$ cat config.mk
export PLATFORM = sky130hd
export DESIGN_NAME = can_frame_signal_extractor_core
export DESIGN_NICKNAME = d
export VERILOG_FILES = /design/src/cfse_pkg.sv /design/src/cfse_front.sv /design/src/cfse_queue.sv /design/src/cfse_back.sv /design/src/can_frame_signal_extractor_core.sv
export SDC_FILE = /design/constraint.sdc
export NUM_CORES = 1
export LEC_CHECK = 0
export ABC_AREA = 0
export BUFFER_PORTS_ARGS = -buffer_cell sky130_fd_sc_hd__buf_4
export CAP_MARGIN = 20
export CORE_MARGIN = 2
export CORE_UTILIZATION = 34
export CTS_CLUSTER_DIAMETER = 80
export CTS_CLUSTER_SIZE = 40
export DETAILED_ROUTE_END_ITERATION = 6
export SLEW_MARGIN = 25
export SYNTH_ARGS = -nofsm -noshare
export SYNTH_HDL_FRONTEND = slang
export SYNTH_SLANG_ARGS = --single-unit
$ cat constraint.sdc
create_clock -name clk -period 7.6 [get_ports clk]
set_clock_uncertainty 0.1 [all_clocks]
set_input_delay 0.76 -clock clk [delete_from_list [all_inputs] [get_ports clk]]
set_output_delay 0.76 -clock clk [all_outputs]
set_load 0.05 [all_outputs]
$ cat src/cfse_pkg.sv
// Shared types, constants and the field extraction function of the CAN signal extractor.
package cfse_pkg;

  // Default number of descriptor slots.
  localparam int SLOT_COUNT_DEF = 16;
  // Most results given for one frame.
  localparam int MAX_RESULTS = 16;
  localparam int RES_W = $clog2(MAX_RESULTS + 1);
  // Widest multi-byte signal, in bytes.
  localparam int MAX_JOIN_BYTES = 4;
  // Entries in the queue between front and back.
  localparam int QUEUE_DEPTH_DEF = 2;

  // Input action codes.
  localparam logic ACT_WRITE = 1'b0;
  localparam logic ACT_FRAME = 1'b1;

  // Queued item kinds.
  localparam logic KIND_WRITE = 1'b0;
  localparam logic KIND_FRAME = 1'b1;

  // One descriptor slot.
  typedef struct packed {
    logic        valid;
    logic [28:0] frame_id;
    logic [3:0]  signal_number;
    logic [2:0]  byte_high;
    logic [2:0]  byte_low;
    logic [2:0]  bit_high;
    logic [2:0]  bit_low;
  } desc_t;

  // One classified item on its way from front to back.
  typedef struct packed {
    logic        kind;
    logic [3:0]  slot;
    desc_t       desc;
    logic [63:0] data;
  } item_t;

  // Pull one signal out of the eight data bytes as the descriptor describes it.
  function automatic logic [31:0] extract_value(desc_t d, logic [63:0] data);
    logic [63:0] shifted;
    logic [7:0]  b;
    logic [2:0]  span;
    logic [2:0]  width_m1;
    logic [7:0]  field;
    logic [7:0]  mask8;
    logic [31:0] value;
    shifted  = data >> {d.byte_low, 3'b000};
    b        = shifted[7:0];
    span     = d.byte_high - d.byte_low;
    width_m1 = d.bit_high - d.bit_low;
    field    = b >> d.bit_low;
    mask8    = 8'hFF >> (3'd7 - width_m1);
    value    = '0;
    if (d.byte_high != d.byte_low) begin
      // Joined bytes: reversed or too wide gives zero.
      if (d.byte_high > d.byte_low && {1'b0, span} < 4'(MAX_JOIN_BYTES)) begin
        unique case (span)
          3'd1:    value = {16'h0000, shifted[15:0]};
          3'd2:    value = {8'h00, shifted[23:0]};
          default: value = shifted[31:0];
        endcase
      end
    end else if (d.bit_high == 3'd0 && d.bit_low == 3'd0) begin
      value = {24'h000000, b};
    end else if (d.bit_high >= d.bit_low) begin
      value = {24'h000000, field & mask8};
    end
    return value;
  endfunction

endpackage

$ cat src/cfse_front.sv
// Front end: accepts input beats and classifies them into queue items.
module cfse_front import cfse_pkg::*; #(
  parameter int SLOT_COUNT = SLOT_COUNT_DEF
) (
  input  logic        in_valid,
  output logic        in_stall,
  input  logic        in_action,
  input  logic [3:0]  in_slot,
  input  logic        in_slot_valid,
  input  logic [3:0]  in_signal_number,
  input  logic [28:0] in_frame_id,
  input  logic [2:0]  in_byte_high,
  input  logic [2:0]  in_byte_low,
  input  logic [2:0]  in_bit_high,
  input  logic [2:0]  in_bit_low,
  input  logic [63:0] in_frame_data,
  input  logic        q_full,
  output logic        q_push,
  output item_t       q_item
);

  logic [6:0] slot_ext;
  logic       drop;

  // A write to a slot beyond the table is taken and discarded.
  assign slot_ext = {3'b000, in_slot};
  assign drop     = (in_action == ACT_WRITE) && (slot_ext >= 7'(SLOT_COUNT));
  assign in_stall = q_full;
  assign q_push   = in_valid && !q_full && !drop;

  // Build the item; clearing a slot stores an all-zero descriptor.
  always_comb begin
    q_item      = '0;
    q_item.slot = in_slot;
    if (in_action == ACT_FRAME) begin
      q_item.kind          = KIND_FRAME;
      q_item.desc.frame_id = in_frame_id;
      q_item.data          = in_frame_data;
    end else begin
      q_item.kind = KIND_WRITE;
      if (in_slot_valid) begin
        q_item.desc.valid         = 1'b1;
        q_item.desc.frame_id      = in_frame_id;
        q_item.desc.signal_number = in_signal_number;
        q_item.desc.byte_high     = in_byte_high;
        q_item.desc.byte_low      = in_byte_low;
        q_item.desc.bit_high      = in_bit_high;
        q_item.desc.bit_low       = in_bit_low;
      end
    end
  end

endmodule

$ cat src/cfse_queue.sv
// Short item queue between the front end and the slot scanner.
module cfse_queue import cfse_pkg::*; #(
  parameter int DEPTH = QUEUE_DEPTH_DEF
) (
  input  logic  clk,
  input  logic  rst_n,
  input  logic  push,
  input  item_t push_item,
  output logic  full,
  input  logic  pop,
  output logic  pop_valid,
  output item_t pop_item
);

  localparam int PW = (DEPTH > 1) ? $clog2(DEPTH) : 1;
  localparam int CW = $clog2(DEPTH + 1);

  item_t          entry_r [DEPTH];
  logic [PW-1:0]  wr_ptr_r, wr_ptr_nxt;
  logic [PW-1:0]  rd_ptr_r, rd_ptr_nxt;
  logic [CW-1:0]  count_r, count_nxt;
  logic           do_push, do_pop;

  assign full      = (count_r == CW'(DEPTH));
  assign pop_valid = (count_r != '0);
  assign pop_item  = entry_r[rd_ptr_r];
  assign do_push   = push && !full;
  assign do_pop    = pop && pop_valid;

  // Pointer and fill count update.
  always_comb begin
    wr_ptr_nxt = wr_ptr_r;
    rd_ptr_nxt = rd_ptr_r;
    count_nxt  = count_r;
    if (do_push) begin
      wr_ptr_nxt = (wr_ptr_r == PW'(DEPTH - 1)) ? '0 : wr_ptr_r + 1'b1;
    end
    if (do_pop) begin
      rd_ptr_nxt = (rd_ptr_r == PW'(DEPTH - 1)) ? '0 : rd_ptr_r + 1'b1;
    end
    if (do_push && !do_pop) begin
      count_nxt = count_r + 1'b1;
    end else if (do_pop && !do_push) begin
      count_nxt = count_r - 1'b1;
    end
  end

  always_ff @(posedge clk) begin
    if (!rst_n) begin
      wr_ptr_r <= '0;
      rd_ptr_r <= '0;
      count_r  <= '0;
    end else begin
      wr_ptr_r <= wr_ptr_nxt;
      rd_ptr_r <= rd_ptr_nxt;
      count_r  <= count_nxt;
    end
  end

  // Entry storage.
  always_ff @(posedge clk) begin
    if (do_push) begin
      entry_r[wr_ptr_r] <= push_item;
    end
  end

endmodule

$ cat src/cfse_back.sv
// Back end: descriptor table, slot scanner and result output register.
module cfse_back import cfse_pkg::*; #(
  parameter int SLOT_COUNT = SLOT_COUNT_DEF
) (
  input  logic        clk,
  input  logic        rst_n,
  input  logic        q_valid,
  input  item_t       q_item,
  output logic        q_pop,
  output logic        out_valid,
  input  logic        out_stall,
  output logic [3:0]  out_signal_id,
  output logic [31:0] out_signal_value,
  output logic        out_hit,
  output logic        out_last
);

  localparam int IDX_W = (SLOT_COUNT > 1) ? $clog2(SLOT_COUNT) : 1;
  localparam int CNT_W = $clog2(SLOT_COUNT + 1);

  localparam logic [1:0] ST_IDLE  = 2'd0;
  localparam logic [1:0] ST_SCAN  = 2'd1;
  localparam logic [1:0] ST_FLUSH = 2'd2;

  desc_t             mem_q [SLOT_COUNT];
  logic [SLOT_COUNT-1:0] vld_r;

  logic [1:0]        state_r, state_nxt;
  logic [CNT_W-1:0]  addr_r, addr_nxt;
  logic              rd_vld_r, rd_vld_nxt;
  logic              vbit_r;
  desc_t             rdata_r;
  logic [28:0]       fid_r, fid_nxt;
  logic [63:0]       fdata_r, fdata_nxt;
  logic              pend_r, pend_nxt;
  logic [3:0]        pend_id_r, pend_id_nxt;
  logic [31:0]       pend_val_r, pend_val_nxt;
  logic [RES_W-1:0]  n_r, n_nxt;

  logic              out_valid_r, out_valid_nxt;
  logic [3:0]        out_id_r, out_id_nxt;
  logic [31:0]       out_val_r, out_val_nxt;
  logic              out_hit_r, out_hit_nxt;
  logic              out_last_r, out_last_nxt;

  logic              can_emit, match, hold, issue, tbl_we;
  logic              emit, emit_last, emit_hit;
  logic [3:0]        emit_id;
  logic [31:0]       emit_val;
  logic [31:0]       cur_val;
  logic [6:0]        widx_ext;
  logic [IDX_W-1:0]  widx;
  logic [IDX_W-1:0]  ridx;

  assign widx_ext = {3'b000, q_item.slot};
  assign widx     = widx_ext[IDX_W-1:0];
  assign ridx     = addr_r[IDX_W-1:0];

  // Match test and value for the slot whose read data is present.
  assign can_emit = !out_valid_r || !out_stall;
  assign match    = rd_vld_r && vbit_r && (rdata_r.frame_id == fid_r);
  assign cur_val  = extract_value(rdata_r, fdata_r);
  assign hold     = match && pend_r && !can_emit;
  assign issue    = (state_r == ST_SCAN) && !hold && (addr_r < CNT_W'(SLOT_COUNT));

  // Sequencer: a match is held back until the next one or the end of the scan,
  // so that the final result of a frame can carry its last flag.
  always_comb begin
    state_nxt    = state_r;
    addr_nxt     = addr_r;
    rd_vld_nxt   = rd_vld_r;
    fid_nxt      = fid_r;
    fdata_nxt    = fdata_r;
    pend_nxt     = pend_r;
    pend_id_nxt  = pend_id_r;
    pend_val_nxt = pend_val_r;
    n_nxt        = n_r;
    q_pop        = 1'b0;
    tbl_we       = 1'b0;
    emit         = 1'b0;
    emit_last    = 1'b0;
    emit_hit     = 1'b1;
    emit_id      = pend_id_r;
    emit_val     = pend_val_r;
    unique case (state_r)
      ST_IDLE: begin
        if (q_valid) begin
          q_pop = 1'b1;
          if (q_item.kind == KIND_FRAME) begin
            fid_nxt    = q_item.desc.frame_id;
            fdata_nxt  = q_item.data;
            addr_nxt   = '0;
            rd_vld_nxt = 1'b0;
            pend_nxt   = 1'b0;
            n_nxt      = '0;
            state_nxt  = ST_SCAN;
          end else begin
            tbl_we = 1'b1;
          end
        end
      end
      ST_SCAN: begin
        if (!hold) begin
          rd_vld_nxt = issue;
          if (issue) begin
            addr_nxt = addr_r + 1'b1;
          end
          if (rd_vld_r && addr_r == CNT_W'(SLOT_COUNT)) begin
            state_nxt = ST_FLUSH;
          end
          if (match) begin
            emit         = pend_r;
            pend_nxt     = 1'b1;
            pend_id_nxt  = rdata_r.signal_number;
            pend_val_nxt = cur_val;
            n_nxt        = n_r + 1'b1;
            if (n_r == RES_W'(MAX_RESULTS - 1)) begin
              state_nxt = ST_FLUSH;
            end
          end
        end
      end
      ST_FLUSH: begin
        if (can_emit) begin
          emit      = 1'b1;
          emit_last = 1'b1;
          if (!pend_r) begin
            emit_hit = 1'b0;
            emit_id  = '0;
            emit_val = '0;
          end
          pend_nxt  = 1'b0;
          state_nxt = ST_IDLE;
        end
      end
      default: begin
        state_nxt = ST_IDLE;
      end
    endcase
  end

  // Output register: loads a new beat or empties once the beat is taken.
  always_comb begin
    out_valid_nxt = out_valid_r;
    out_id_nxt    = out_id_r;
    out_val_nxt   = out_val_r;
    out_hit_nxt   = out_hit_r;
    out_last_nxt  = out_last_r;
    if (emit) begin
      out_valid_nxt = 1'b1;
      out_id_nxt    = emit_id;
      out_val_nxt   = emit_val;
      out_hit_nxt   = emit_hit;
      out_last_nxt  = emit_last;
    end else if (!out_stall) begin
      out_valid_nxt = 1'b0;
    end
  end

  // Control registers.
  always_ff @(posedge clk) begin
    if (!rst_n) begin
      state_r     <= ST_IDLE;
      addr_r      <= '0;
      rd_vld_r    <= 1'b0;
      vbit_r      <= 1'b0;
      pend_r      <= 1'b0;
      n_r         <= '0;
      vld_r       <= '0;
      out_valid_r <= 1'b0;
    end else begin
      state_r     <= state_nxt;
      addr_r      <= addr_nxt;
      rd_vld_r    <= rd_vld_nxt;
      pend_r      <= pend_nxt;
      n_r         <= n_nxt;
      out_valid_r <= out_valid_nxt;
      if (issue) begin
        vbit_r <= vld_r[ridx];
      end
      if (tbl_we) begin
        vld_r[widx] <= q_item.desc.valid;
      end
    end
  end

  // Payload registers.
  always_ff @(posedge clk) begin
    fid_r      <= fid_nxt;
    fdata_r    <= fdata_nxt;
    pend_id_r  <= pend_id_nxt;
    pend_val_r <= pend_val_nxt;
    out_id_r   <= out_id_nxt;
    out_val_r  <= out_val_nxt;
    out_hit_r  <= out_hit_nxt;
    out_last_r <= out_last_nxt;
  end

  // Descriptor table: one write port, one registered read port.
  always_ff @(posedge clk) begin
    if (tbl_we) begin
      mem_q[widx] <= q_item.desc;
    end
  end

  always_ff @(posedge clk) begin
    if (issue) begin
      rdata_r <= mem_q[ridx];
    end
  end

  assign out_valid        = out_valid_r;
  assign out_signal_id    = out_id_r;
  assign out_signal_value = out_val_r;
  assign out_hit          = out_hit_r;
  assign out_last         = out_last_r;

endmodule

$ cat src/can_frame_signal_extractor_core.sv
// A descriptor beat passes through the queue and is written to the table once the back end is idle.
// A frame beat is scanned one slot per cycle, unless a match waits on a stalled output register.
// The queue takes new beats during a scan; the back end takes the next item when the scan ends.
// Reset: synchronous, active low; every slot becomes invalid, queue and output empty.
// Top level of the CAN frame signal extractor.
module can_frame_signal_extractor_core import cfse_pkg::*; #(
  parameter int SLOT_COUNT = SLOT_COUNT_DEF
) (
  input  logic        clk,
  input  logic        rst_n,
  input  logic        in_valid,
  output logic        in_stall,
  input  logic        in_action,
  input  logic [3:0]  in_slot,
  input  logic        in_slot_valid,
  input  logic [3:0]  in_signal_number,
  input  logic [28:0] in_frame_id,
  input  logic [2:0]  in_byte_high,
  input  logic [2:0]  in_byte_low,
  input  logic [2:0]  in_bit_high,
  input  logic [2:0]  in_bit_low,
  input  logic [63:0] in_frame_data,
  output logic        out_valid,
  input  logic        out_stall,
  output logic [3:0]  out_signal_id,
  output logic [31:0] out_signal_value,
  output logic        out_hit,
  output logic        out_last
);

  logic  q_full, q_push, q_pop, q_valid;
  item_t push_item, pop_item;

  // Front end: classification.
  cfse_front #(.SLOT_COUNT(SLOT_COUNT)) u_front (
    .in_valid        (in_valid),
    .in_stall        (in_stall),
    .in_action       (in_action),
    .in_slot         (in_slot),
    .in_slot_valid   (in_slot_valid),
    .in_signal_number(in_signal_number),
    .in_frame_id     (in_frame_id),
    .in_byte_high    (in_byte_high),
    .in_byte_low     (in_byte_low),
    .in_bit_high     (in_bit_high),
    .in_bit_low      (in_bit_low),
    .in_frame_data   (in_frame_data),
    .q_full          (q_full),
    .q_push          (q_push),
    .q_item          (push_item)
  );

  // Decoupling queue.
  cfse_queue #(.DEPTH(QUEUE_DEPTH_DEF)) u_queue (
    .clk      (clk),
    .rst_n    (rst_n),
    .push     (q_push),
    .push_item(push_item),
    .full     (q_full),
    .pop      (q_pop),
    .pop_valid(q_valid),
    .pop_item (pop_item)
  );

  // Back end: table and scanner.
  cfse_back #(.SLOT_COUNT(SLOT_COUNT)) u_back (
    .clk             (clk),
    .rst_n           (rst_n),
    .q_valid         (q_valid),
    .q_item          (pop_item),
    .q_pop           (q_pop),
    .out_valid       (out_valid),
    .out_stall       (out_stall),
    .out_signal_id   (out_signal_id),
    .out_signal_value(out_signal_value),
    .out_hit         (out_hit),
    .out_last        (out_last)
  );

endmodule

==> results of run 1 <==
-- Yosys cell counts, types with 11 or more instances --
cell type	number	area [µm²]
edfxtp_1	1162	34900
mux4_2	247	5560
mux2_2	128	1440
nand2_1	96	360
and2_1	84	526
clkbuf_1	74	278
nor2b_1	72	450
nor2_1	67	251
a21oi_1	45	225
mux2i_1	39	390
dfxtp_1	37	741
inv_1	29	109
o21ai_0	29	145
xor2_1	25	219
nand3_1	20	100
buf_2	18	90.1
buf_1	17	63.8
ha_1	14	175
nor3_1	12	60.1
nor4_1	11	68.8
-- cell usage in the layout (no fill, tap or decap), drive strengths merged, types with 14 or more instances in the layout --
master	Yosys	final
edfxtp	1162	1162
mux4	249	249
buf	37	200
mux2	128	128
nand2	96	96
and2	84	84
nor2b	72	72
nor2	68	68
inv	32	51
clkbuf	74	50
a21oi	45	45
mux2i	39	39
dfxtp	37	37
o21ai	31	31
xor2	25	25
nand3	20	20
clkinv	1	19
ha	14	14
-- state kept, by name, indices dropped and copies added (netlist names), 2 cells and up, named ones only --
name / flops
u_back.fdata_r: 64
u_queue.entry_r: 230
u_back.fid_r: 29
u_back.n_r: 5
u_queue.count_r: 2
u_back.state_r: 2
u_back.mem_q: 720
u_back.addr_r: 5
u_back.out_signal_value: 32
u_back.out_signal_id: 4
u_back.pend_id_r: 4
u_back.rdata_r: 45
u_back.vld_r: 16
u_back.pend_val_r: 32
-- cell type report --
class | count | area (µm²)
clock buffers | 50 | 1230
clock inverters | 41 | 743
fillers | 12200 | 84800
inverters | 33 | 124
multi-input cells | 1001 | 11100
flip-flops and latches | 1199 | 35700
well taps | 1794 | 2240
repair buffers | 200 | 1590
-- worst reg2reg max path: stages (launching register included) --
cell and delay, ns:
dfxtp_4 0.90, mux2i_1 0.55, nor2b_1 0.38, nand2_1 0.42
nor2_4 0.83, buf_4 0.61
-- path summary, 6_finish.rpt --
| path | depth (start not counted) | startpoint | slack (ns) | endpoint |
|---|---|---|---|---|
| setup / recovery | 5 | flip-flop | 3.44 | u_back.mem_q[7][33] |
| hold reg to reg | 0 | u_back.rdata_r[15] | 0.38 | u_back.pend_id_r[3] |
| hold / removal | 1 | in_slot[0] | 0.15 | u_queue.entry_r[0][110] |
| setup reg to reg | 5 | flip-flop | 3.44 | u_back.mem_q[7][33] |
-- metrics by stage --
step | cells | power (W) | hold slack [ns] | utilization, %
2_1_floorplan | 2344 | 0.0106 | 0.300 | -
3_3_place_gp | 4224 | 0.0115 | 0.349 | 36.8
3_5_place_dp | 4225 | 0.0116 | 0.359 | 36.8
4_1_cts | 4316 | 0.0153 | 0.107 | 38.3
5_1_grt | 4318 | 0.0157 | 0.116 | 38.3
6_report | 4318 | 0.0151 | 0.152 | 38.3
-- report_power, final --
part	leakage (nW)	internal (W)	switching [W]
Clock	0.921	0.00142	0.00230
Combinational	4.37	0.00100	0.00171
Sequential	10.9	0.00835	0.000333
Total	16.2	0.0108	0.00435
-- routing by layer --
layer	GRT usage, %	vias to the layer above	part of all wire (%)
met2	24.8	719	50
met1	20.3	11700	42
met4	2.97	0	1.6
met5	0	-	0
met3	2.15	106	6.4
li1	-	9691	-
-- logic make-up after synthesis --
kind of cell	share of synthesized area [%]
buffers and inverters	1.22
and+or+nand+nor	4.47
AOI/OAI and AO/OA	1.84
xor gates and xnor gates	0.558
adders and majority gates	0.457
muxes	15.8
DFF	75.6
==> summary.txt, run 1 <==
Layout
  • Final #Nets: 2619
  • Antenna diodes: 0
  • Final Cell Area: 52700 µm²
  • Area grow syn2layout: 11.8%
  • Fraction of layout instances using a drive strength above 1: roughly 28%

Place
  • DPL Wire Length: between 60 and 70 mm
  • IO buf count: ~160
  • Placed cell areas: 50600 µm²
  • Pre-CTS setup slack: 3.37 ns
  • Final GP Congestion: approximately 0.85

Clock network
  • Maximum clock path buffer count: 3
  • Setup Fix Bufs, Post-CTS: 0
  • Clk sinks: 1199
  • Number of buffers created by CTS: between 40 and 50
  • Post-cts sizing count: 0
  • Post-CTS Hold Buffers: 0
  • H-tree depth: 2
  • Clock Tree Root: clkbuf_16
  • Clock slew at reported path FFs: approximately 0.12 ns
  • Latest clock arrival within the worst-skew pair: approximately 0.73 ns
  • CTS tree: built

Setup path
  • Startpoint types: flip-flop
  • Worst Setup Path Type: flip-flop to flip-flop
  • Worst path arrival time: 4.41 ns
  • CP Max Fanout: between 50 and 60
  • Worst path cell trace: mux2i_1, nor2b_1, nand2_1, nor2_4, buf_4
  • Slowest CP cell: dfxtp_4
  • Top cell family by delay on the critical path: simple AND/OR/NAND/NOR gates
  • CP endpoint kind: flip-flop
  • Worst path max stage delay: about 0.90 ns
  • Req. time, crit path: slightly below 8 ns
  • WP buf/inv: 1

Hold path
  • Worst min path class: input pin to flip-flop

Synthesis
  • YS warnings: 0
  • Post-synth top flop: edfxtp_1
  • Syn Area/Cell: between 20 and 25 µm²
  • Synth cell types: 63
  • Synthesized cell area: ~47000 µm²
  • Post-synth EDFFs: ~1200
  • Gate Count Post-Synth: 2344
  • Yosys reg bits: approximately 1200
  • Post-synthesis sequential area ratio: approximately three quarters
  • Syn Nets: 2479
  • Async SR Flop Fraction: 0%

STA
  • RSZ-0062 raised after global routing: no
  • Count of final setup violators: 0
  • Fin crit period: about 4.2 ns
  • Period utilization: a little over half
  • Slew headroom: 27.3%
  • Final hold viol count: 0
  • Worst Slack Setup Final: between 3 and 4 ns
  • Final TNS setup: 0 ns
  • Max Clock Freq: between 200 and 250 MHz
  • Final Max Tran Viols: 0
  • Worst slew pin tran: around 1.1 ns

Drt
  • Routed len/inst: roughly 24 µm
  • Final ANT Viol Nets: 0
  • DRT Wirelength: 105 mm
  • Routed vias: 22200
  • TritonRoute pass-1 iters: 5
  • Number of DRC markers in iteration 0: roughly 2200
  • Routed vias/inst: 5.15
  • DRC Markers: 0

Floorplan
  • Chip width: about 380 µm
  • Core Region: ~140000 µm²
  • Die footprint: roughly 140000 µm²
  • DIE HEIGHT: 376 µm
  • Initial Util: 34.3%
  • FP Rows: between 100 and 150
  • # IOs: 159

Pwr
  • Static Leak: 16.2 nW
  • Pwr dens: 287 nW/µm²
  • Peak VDD IR: between 0.15 and 0.2 mV

Global route
  • Grt total ovfl: 0
  • Largest net degree at the start of global routing: a little under 80
  • Initial antenna violation count: 5
  • Vias in the first global route: between 20000 and 25000
  • First-pass GRT wire length: 155 mm
  • Total track usage: between 10% and 20%

Outcome
  • Status: complete, no violations

Job
  • Max-Cap Viols: 0
No activity file was read; power rests on OpenSTA's default activity.
==> inputs of run 2 (changes only) <==
==> constraint.sdc (replaced) <==
create_clock -name clk -period 4.3 [get_ports clk]
set_clock_uncertainty 0.1 [all_clocks]
set_input_delay 0.43 -clock clk [delete_from_list [all_inputs] [get_ports clk]]
set_output_delay 0.43 -clock clk [all_outputs]
set_load 0.05 [all_outputs]
==> summary.txt, run 2 (synthesis results as in run 1) <==
Floorplan
  • # IOs: 159
  • Chip width: 376 µm
  • DIE HEIGHT: between 300 and 400 µm
  • Die footprint: between 100000 and 150000 µm²
  • FP Rows: between 100 and 150
  • Core Region: approximately 140000 µm²
  • Initial Util: between 30% and 40%

Layout
  • Most common cell after layout, fill and taps aside: edfxtp_1
  • Largest regs: u_back.mem_q x720, u_queue.entry_r x230, u_back.fdata_r x64
  • Fraction of layout instances using a drive strength above 1: 26.9%
  • Area grow syn2layout: 14.1%
  • Max reg flops: 720
  • Reg with most FFs: u_back.mem_q
  • Finished Core Util: about two fifths
  • Most frequent cells in the layout: 1162 x edfxtp_1, 247 x mux4_2, 200 x buf_4, 128 x mux2_2, 113 x dlygate4sd3_1
  • # fillers: 12200
  • Final #Nets: 2746

Clock network
  • Number of buffers created by CTS: 45
  • Latest clock arrival within the worst-skew pair: approximately 0.70 ns
  • Clk sinks: 1199
  • Clock Tree Root: clkbuf_16
  • H-tree depth: 2
  • CTS tree: built
  • Clock slew at reported path FFs: roughly 0.13 ns
  • Setup Fix Bufs, Post-CTS: 0
  • Maximum clock path buffer count: 3

STA
  • Max Clock Freq: between 200 and 300 MHz
  • RSZ-0062 raised after global routing: no
  • Fin crit period: between 3 and 4 ns
  • Final Max Tran Viols: 0
  • Final hold viol count: 0
  • Slew headroom: between 30 and 40%
  • Count of final setup violators: 0
  • Worst slew pin tran: slightly below 1 ns
  • Period utilization: ~80%
  • Final TNS setup: 0 ns

Pwr
  • Peak VDD IR: roughly 0.27 mV
  • Pwr dens: between 400 and 500 nW/µm²
  • Static Leak: 16.7 nW

Setup path
  • Worst path cell trace: xor2_1, nor4_1, nand4_1, nor4_1, o21ai_0, a21oi_4, buf_4
  • Worst path max stage delay: roughly 0.54 ns
  • Slowest CP cell: nor4_1
  • Worst path arrival time: roughly 3.6 ns
  • R2R depth: 7
  • CP endpoint kind: flip-flop
  • Worst Setup Path Type: flip-flop to flip-flop
  • CP Max Fanout: 38
  • Req. time, crit path: approximately 4.5 ns
  • CP most frequent cell: nor4_1
  • Startpoint types: flip-flop

Drt
  • Final ANT Viol Nets: 0
  • DRT Wirelength: ~110 mm
  • Routed vias/inst: between 5 and 6
  • Routed vias: ~23000
  • TritonRoute pass-1 iters: 5
  • Number of DRC markers in iteration 0: 2345
  • Routed len/inst: roughly 24 µm
  • DRC Markers: 0

Place
  • IO buf count: about 160
  • Final GP Congestion: 0.846
  • DPL Wire Length: ~70 mm

Global route
  • Grt total ovfl: 0
  • Total track usage: 15.1%
  • Vias in the first global route: between 20000 and 25000
  • First-pass GRT wire length: between 150 and 200 mm
  • Largest net degree at the start of global routing: roughly 120
  • Initial antenna violation count: 3

Outcome
  • Status: complete, no violations

Hold path
  • Hold depth: 4
  • Worst min path class: input pin to flip-flop

Job
  • Max-Cap Viols: 0
[run 2: cell count changes in the layout (fill, tap and decap cells not counted), moves of 3 or more]
cell,previous run,this run
dlygate4sd3_1,0,113
buf_12,1,17
buf_4,193,200
inv_16,8,2
clkinv_16,9,5
buf_16,3,0
buf_6,3,0
clkbuf_16,49,46
clkinvlp_4,3,0
diode_2,0,3
[run 2: area by class of cell]
| class | count | area, µm² | share of cell area, % |
|---|---|---|---|
| Antenna cell | 3 | 7.51 | 0.0140 |
| Multi-Input combinational cell | 1001 | 11100 | 20.7 |
| Clock buffer | 49 | 1170 | 2.18 |
| Clock inverter | 30 | 463 | 0.861 |
| Sequential cell | 1199 | 35700 | 66.3 |
| Inverter | 33 | 124 | 0.231 |
| Tap cell | 1794 | 2240 | 4.18 |
| Timing Repair Buffer | 331 | 2980 | 5.54 |
[run 2: metrics by stage]
stage	instances	instance area [µm²]	setup WS [ns]	total power (W)	hold slack [ns]
2_1_floorplan	2344	47100	0.134	0.0187	0.300
3_3_place_gp	4243	50900	0.897	0.0205	0.316
3_5_place_dp	4244	50900	0.867	0.0207	0.316
4_1_cts	4435	53700	0.806	0.0267	0.00703
5_1_grt	4437	53700	0.738	0.0275	0.106
6_report	4440	53700	0.862	0.0264	0.139
[run 2: final timing paths]
| check | startpoint | endpoint | slack, ns |
|---|---|---|---|
| setup / recovery | u_back.fid_r[3] | u_back.out_last | 0.86 |
| hold / removal | in_valid | u_queue.wr_ptr_r | 0.14 |
| setup reg to reg | u_back.fid_r[3] | u_back.out_last | 0.86 |
| hold reg to reg | u_back.rdata_r[13] | u_back.pend_id_r[1] | 0.34 |
[run 2: power by group]
group	total, W	switching [W]	internal, W	leakage [nW]
Combinational	0.00509	0.00319	0.00190	4.95
Clock	0.00597	0.00376	0.00221	0.784
Sequential	0.0153	0.000598	0.0148	10.9
[run 2: metal layers]
metal | global-route usage, % | vias up | routed length [µm]
met5 | 0 | - | 0
met4 | 2.88 | 0 | 1770
met3 | 1.69 | 98 | 6020
met2 | 24.5 | 734 | 51500
met1 | 22.1 | 12200 | 48700
li1 | - | 9931 | -
[run 2: worst max-delay path: cells and delay by family, from the launching register on]
family	cells	cell delay [ns]
xor gates and xnor gates	1	0.19
and+or+nand+nor	3	1.49
buffers and inverters	1	0.45
DFF	1	0.42
AOI/OAI and AO/OA	2	0.37
[run 2: timing repair]
action | 4_1_cts | 5_1_grt
hold endpoints to repair | 220 | 2
resized for setup | 0 | 0
hold buffers | 112 | 1
